--- src/rtl/ordered_list_engine_defines.svh ---
// ----------------------------------------------------------------------------
// ordered_list_engine_defines
// assertion helpers for the ordered list engine rtl
// ----------------------------------------------------------------------------
`ifndef ORDERED_LIST_ENGINE_DEFINES_SVH
`define ORDERED_LIST_ENGINE_DEFINES_SVH

// same-cycle implication, held off while reset is low
`define OLE_ASSERT_IMP(lbl, clk, rst_n, ante, cons, msg) \
    lbl: assert property (@(posedge clk) disable iff (!rst_n) (ante) |-> (cons)) \
        else $error(msg);

// next-cycle implication, held off while reset is low
`define OLE_ASSERT_NXT(lbl, clk, rst_n, ante, cons, msg) \
    lbl: assert property (@(posedge clk) disable iff (!rst_n) (ante) |=> (cons)) \
        else $error(msg);

`endif

--- src/rtl/ole_pkg.sv ---
// ----------------------------------------------------------------------------
// ole_pkg
// types, codes and constants of the ordered list engine
// ----------------------------------------------------------------------------
`default_nettype none

package ole_pkg;

    localparam int OLE_CAPACITY = 1024;
    localparam int FUNC_W       = 3;
    localparam int VALUE_W      = 32;
    localparam int POS_W        = 11;
    localparam int STATUS_W     = 2;

    typedef enum logic [FUNC_W-1:0] {
        FUNC_INSERT    = 3'd0,
        FUNC_POP_FRONT = 3'd1,
        FUNC_POP_BACK  = 3'd2,
        FUNC_DELETE    = 3'd3,
        FUNC_FIND      = 3'd4
    } func_t;

    typedef enum logic [STATUS_W-1:0] {
        STAT_OK    = 2'd0,
        STAT_FULL  = 2'd1,
        STAT_EMPTY = 2'd2,
        STAT_RANGE = 2'd3
    } status_t;

    // which walk over the store a request needs
    typedef enum logic [1:0] {
        ROUTE_NONE,
        ROUTE_UP,
        ROUTE_DOWN
    } route_t;

    typedef enum logic [2:0] {
        ST_IDLE,
        ST_DECIDE,
        ST_UP,
        ST_DOWN,
        ST_FIN
    } state_t;

    typedef struct packed {
        logic load;
        logic start;
        logic run;
        logic dir_down;
        logic commit;
    } cmd_t;

    typedef struct packed {
        route_t route;
        logic   walk_done;
    } sts_t;

endpackage

`default_nettype wire

--- src/rtl/ole_ctrl.sv ---
// ----------------------------------------------------------------------------
// ole_ctrl
// sequencer for the ordered list engine: handshakes and walk control
// ----------------------------------------------------------------------------
`default_nettype none

module ole_ctrl
    import ole_pkg::*;
(
    input  wire logic clk,
    input  wire logic rst_n,
    input  wire logic in_valid,
    output logic      in_ready,
    output logic      out_valid,
    input  wire logic out_ready,
    input  wire sts_t sts,
    output cmd_t      cmd
);

    state_t state_reg;
    state_t state_next;
    logic   out_valid_reg;
    logic   out_valid_next;

    always_ff @(posedge clk or negedge rst_n)
    begin
        if (!rst_n)
        begin
            state_reg     <= ST_IDLE;
            out_valid_reg <= 1'b0;
        end
        else
        begin
            state_reg     <= state_next;
            out_valid_reg <= out_valid_next;
        end
    end

    // next state
    always_comb
    begin
        state_next = state_reg;
        unique case (state_reg)
            ST_IDLE:
            begin
                if (in_valid)
                    state_next = ST_DECIDE;
            end
            ST_DECIDE:
            begin
                unique case (sts.route)
                    ROUTE_UP:   state_next = ST_UP;
                    ROUTE_DOWN: state_next = ST_DOWN;
                    default:    state_next = ST_FIN;
                endcase
            end
            ST_UP, ST_DOWN:
            begin
                if (sts.walk_done)
                    state_next = ST_FIN;
            end
            ST_FIN:
            begin
                // wait until the result register is free
                if (!out_valid_reg || out_ready)
                    state_next = ST_IDLE;
            end
            default: state_next = ST_IDLE;
        endcase
    end

    // outputs
    always_comb
    begin
        in_ready     = (state_reg == ST_IDLE);
        cmd.load     = in_valid && (state_reg == ST_IDLE);
        cmd.start    = (state_reg == ST_DECIDE);
        cmd.run      = (state_reg == ST_UP) || (state_reg == ST_DOWN);
        cmd.dir_down = (state_reg == ST_DOWN);
        cmd.commit   = (state_reg == ST_FIN) && (!out_valid_reg || out_ready);

        if (cmd.commit)
            out_valid_next = 1'b1;
        else if (out_ready)
            out_valid_next = 1'b0;
        else
            out_valid_next = out_valid_reg;
    end

    assign out_valid = out_valid_reg;

endmodule

`default_nettype wire

--- config.mk ---
export PLATFORM = sky130hd
export DESIGN_NAME = ole_ctrl
export DESIGN_NICKNAME = d
export VERILOG_FILES = /design/src/rtl/ordered_list_engine_defines.svh /design/src/rtl/ole_pkg.sv /design/src/rtl/ole_ctrl.sv
export SDC_FILE = /design/constraint.sdc
export NUM_CORES = 1
export LEC_CHECK = 0
export ABC_AREA = 1
export BUFFER_PORTS_ARGS = -buffer_cell sky130_fd_sc_hd__buf_2
export CAP_MARGIN = 20
export CORE_AREA = 2 2 39 41
export CTS_CLUSTER_DIAMETER = 120
export DETAILED_ROUTE_END_ITERATION = 10
export DIE_AREA = 0 0 41 43
export HOLD_SLACK_MARGIN = 0.1
export PLACE_DENSITY = 0.41
export REMOVE_ABC_BUFFERS = 1
export SLEW_MARGIN = 20
export SYNTH_ARGS = -nofsm -noshare
export SYNTH_HDL_FRONTEND = slang
export SYNTH_SLANG_ARGS = --single-unit
--- constraint.sdc ---
create_clock -name clk -period 0.9 [get_ports clk]
set_input_delay 0.045 -clock clk [delete_from_list [all_inputs] [get_ports clk]]
set_output_delay 0.045 -clock clk [all_outputs]
set_load 0.01 [all_outputs]
**After elaboration in Yosys (flattened, before gate mapping)**

Index checks and enable logic that the tools add are counted.

- Register bits: 4
- Input port bits: 7
- Output and inout bits: 7
- Word-level logic and storage cells: 27

- Equality and inequality tests: 9
- Muxes and demuxes: 7
- Reduce and logical (&&, ||, !) cells: 9

Operator list:

| operator | number |
|---|---|
| 3-bit case mux with 4 select lines | 1 |
| 3-bit 2-to-1 mux | 3 |
| 3-bit by 2-bit == test with 1-bit output (second input constant) | 2 |
| 3-bit case mux with 2 select lines | 1 |
| 2-bit inequality test (second input constant) | 2 |
| 3-bit by 1-bit == test with 1-bit output (second input constant) | 1 |
| 3-bit == test (second input constant) | 1 |
| 3-bit zero test | 1 |
| 3-bit AND reduction | 1 |
| 2-bit by 1-bit == test with 1-bit output (second input constant) | 1 |
| 2-bit == test (second input constant) | 1 |
| 1-bit logical AND | 2 |
| 1-bit logical OR | 2 |
| 1-bit 2-to-1 mux | 2 |
| 2-bit by 1-bit inequality test with 1-bit output (second input constant) | 1 |
| 2-bit nonzero test | 1 |
| 2-bit OR reduction | 1 |
| 1-bit zero test | 1 |

**Depth between registers and ports, before layout**

- Depth after elaboration: 4
- Mapped depth: 7
- Gate-level depth less buffers: 7

**Worst setup path before layout**

No wires, ideal clock.

- Path kind: reg-to-reg
- Start point: reg state_reg[1]
- End point: reg state_reg[0]
- Setup time: 0.118 ns
- Arrival: 0.824 ns
- Data required time: 0.782 ns
- Slack: -0.042 ns
- Cell stages (with the launch flop): 5
- Path buffers: 0
- Period minus slack after synthesis: 0.942 ns
- Cells stage by stage: dfrtp_1 > nor2_4 > nand3_1 > nand4_1 > nand2_1

- Word-level cells in the longest chain between the ends: 4
- Elaborated cells between the ends (all ways): 11
- Those cells by class: eq/ne (7); mux (1); reduce/logical (3)

RTL lines:

| element | line | text |
|---|---|---|
| start, declared | ole_ctrl.sv:20 | `state_t state_reg;` |
| start signal, assigned | ole_ctrl.sv:34 | `state_reg <= state_next;` |
| 3-bit by 2-bit == test with 1-bit output | ole_ctrl.sv:43 | `unique case (state_reg)` |
| 2-bit OR reduction | ole_ctrl.sv:43 |  |
| 2-bit inequality test (no line) | - |  |
| 3-bit AND reduction (no line) | - |  |

Parallel ways exist; a longest one is shown, timed or not.
A chain may end at the register's enable or synchronous reset.

==> results_dict.tcl <==
set metrics [dict create \
    insertedDiodeCount 0 \
    overflow 0 \
    reg2reg_depth 6 \
    pre_cts_ws_ns -0.137 \
    vias 328 \
    clock_sinks 4 \
    largest_reg_flops 3 \
    setup-violations-final 9 \
    clockBufferDepth 2 \
    fin_crit_sh_pct 126 \
    fin_skew_ns 0.00658 \
    path_cells "nor2_4 > nand2_1 > nor2_1 > buf_2" \
    synth-seq-area-share_pct 34.6 \
    critPathLaunchType "flop" \
    dieWidth_microns 41 \
    r2r_end "state_reg[2]" \
    slew_viol_final 0 \
    ir_drop_v 0.00114 \
    syn_avg_cell_area_sq_um 7.23 \
    final_nets 73 \
    fp.dieH_microns 43 \
    dr.pass1.iters 3 \
    place.port_buffers 13 \
    rows 14 \
    finalHoldViolations 0 \
    clock_latency_ns 0.23 \
    fp.coreArea_sq_mm 0.00138 \
    max_stage_delay_ns 0.43 \
    hold_ws_ns 0.119 \
    rsz0062_at_grt "yes" \
    syn_to_final_growth_pct 63.2 \
    hpwl_microns 521 \
    fmax_mhz 885 \
    ctsHtreeMaxLevel 1 \
    cts_buffers 3 \
    ys_types 14 \
    ant_nets 0 \
    hold_class "input port to flop" \
    wirelength_microns 653 \
    netlist_area_sq_um 289 \
    start_util_pct 20.9 \
    drive_above_1_share_pct 50.8 \
    grt_pass1_vias 283 \
    violations "negative setup slack" \
    grt_usage_pct 9.24 \
    die_area_sq_mm 0.00176 \
    setup_slack_ns -0.230 \
    tritoncts "done" \
    critPathCaptureType "output pin" \
    min_period_ns 1.13 \
    drt_iter0_drc 6 \
    drc 0 \
    r2r_slack_ns -0.22 \
    grt_max_degree 6 \
    critPathMaxFanout 4 \
    worst-setup-path-type "flop to output pin" \
    root_buffer "clkbuf_4" \
    grt_pass1_wl_microns 1090 \
    cp.arrival_ns 1.09 \
    routedWlPerCell_microns 8.27 \
    slew_headroom_pct 83.9 \
    cp-endpoint "cmd[0]" \
    worst_slew_pin_slew_ns 0.241 \
    antenna_found_initial 0 \
    r2r-start "state_reg[1]" \
    slowest_stage "dfrtp_2" \
    p_leak_nw 0.289 \
    powerDensity_mw_per_mm2 3410 \
    yosysWarnings 0 \
    totalPowerFinal_w 0.00161 \
    synth-seq-cells 4 \
    holdPathStages 4 \
    place.gp.congestion 0.752 \
    num_io_pins 14 \
    syn_inst 40 \
    setup.worst_path.start "state_reg[1]" \
    final_core_util_pct 34.1 \
    status "complete, but fails checks" \
    postLayoutCellArea_sq_um 472 \
    max_cap_viol_count 0 \
    vias_per_cell 4.15 \
    dpl_cell_area_sq_um 382 \
    crit_required_ns 0.85 \
    clkTransAtPathRegs_ns 0.03 \
]
==> cells in the mapped netlist <==
library cell	n	area share (%)
nand3_2	2	6.9
nand2_2	1	2.2
o21ai_0	2	3.5
nand3_1	3	5.2
buf_4	1	2.6
nor2_4	1	3.9
inv_1	6	7.8
nand4_1	2	4.3
inv_2	2	2.6
nor2_1	5	6.5
dfrtp_1	4	35
ha_1	1	4.3
nand2_1	9	12
nand2_4	1	3.9
==> area by class of cell <==
class                   count  area, sq um
fillers                   158          912
inverters                   8         30.0
well taps                  16         20.0
clock buffers               3         22.5
multi-input cells          27          164
repair buffers             21          134
flip-flops and latches      4          101
==> worst max-delay path, delay by kind of cell (launching register included) <==
kind / cells / cell delay (ns)
buf+inv: 1 / 0.13
simple gates: 3 / 0.30
flops: 1 / 0.43
==> metal layers <==
layer	track usage, %	vias to the layer above	part of all wire [%]
met5	0	-	0
met4	0	0	0
met3	7.85	0	10
met2	12.8	11	45
met1	11.6	147	44
li1	-	170	-
==> how the worst min path moves through the flow <==
stage / slack [ns] / from / end
after CTS: 0.12 / sts[0] / state_reg[1]
after global routing: 0.14 / sts[0] / state_reg[1]
after floorplan: -0.25 / rst_n / out_valid
final: 0.12 / sts[0] / state_reg[1]
after detailed placement: -0.15 / rst_n / out_valid
after global placement: -0.15 / rst_n / out_valid
==> placed cells by master (no fill, tap or decap), types with 2 or more instances in the layout <==
master / Yosys / layout
nand4_1: 2 / 2
nand2_2: 1 / 2
inv_2: 2 / 2
nand3_1: 3 / 3
dlygate4sd3_1: 0 / 2
buf_2: 0 / 13
dfrtp_1: 4 / 3
clkbuf_4: 0 / 3
nor2_1: 5 / 4
inv_1: 6 / 6
nand2_1: 9 / 8
buf_4: 1 / 5
==> where the power goes <==
group          switching (W)  total [W]  internal (W)
Combinational       0.000525    0.00103      0.000501
Clock              0.0000705   0.000219      0.000149
Sequential         0.0000934   0.000364      0.000271
Total               0.000688    0.00161      0.000920
==> metrics by stage <==
stage | std cells | TNS [ns]
final | 79 | -1.66
after global routing | 79 | -2.35
after CTS | 77 | -1.64
after detailed placement | 70 | -0.428
after global placement | 70 | -0.523
after floorplan | 39 | -0.0847
==> timing repair <==
item	in CTS	in global routing
hold buffers	2	0
setup buffers	2	2
endpoints found under the hold margin	5	0
pin swaps	2	2
endpoints found under the setup margin	9	9
gates resized for setup	5	1
==> logic make-up (layout without fill, tap and decap cells) <==
kind of cell             count (synthesis)  in the layout  share of synthesized area, %
flip-flops                               4              4                          34.6
buffers and inverters                    9             32                          13.0
adder cells (fa/ha/maj)                  1              1                          4.33
AO/OA/AOI/OAI                            2              2                          3.46
AND/OR/NAND/NOR                         24             24                          44.6
No activity file was read; power rests on OpenSTA's default activity.
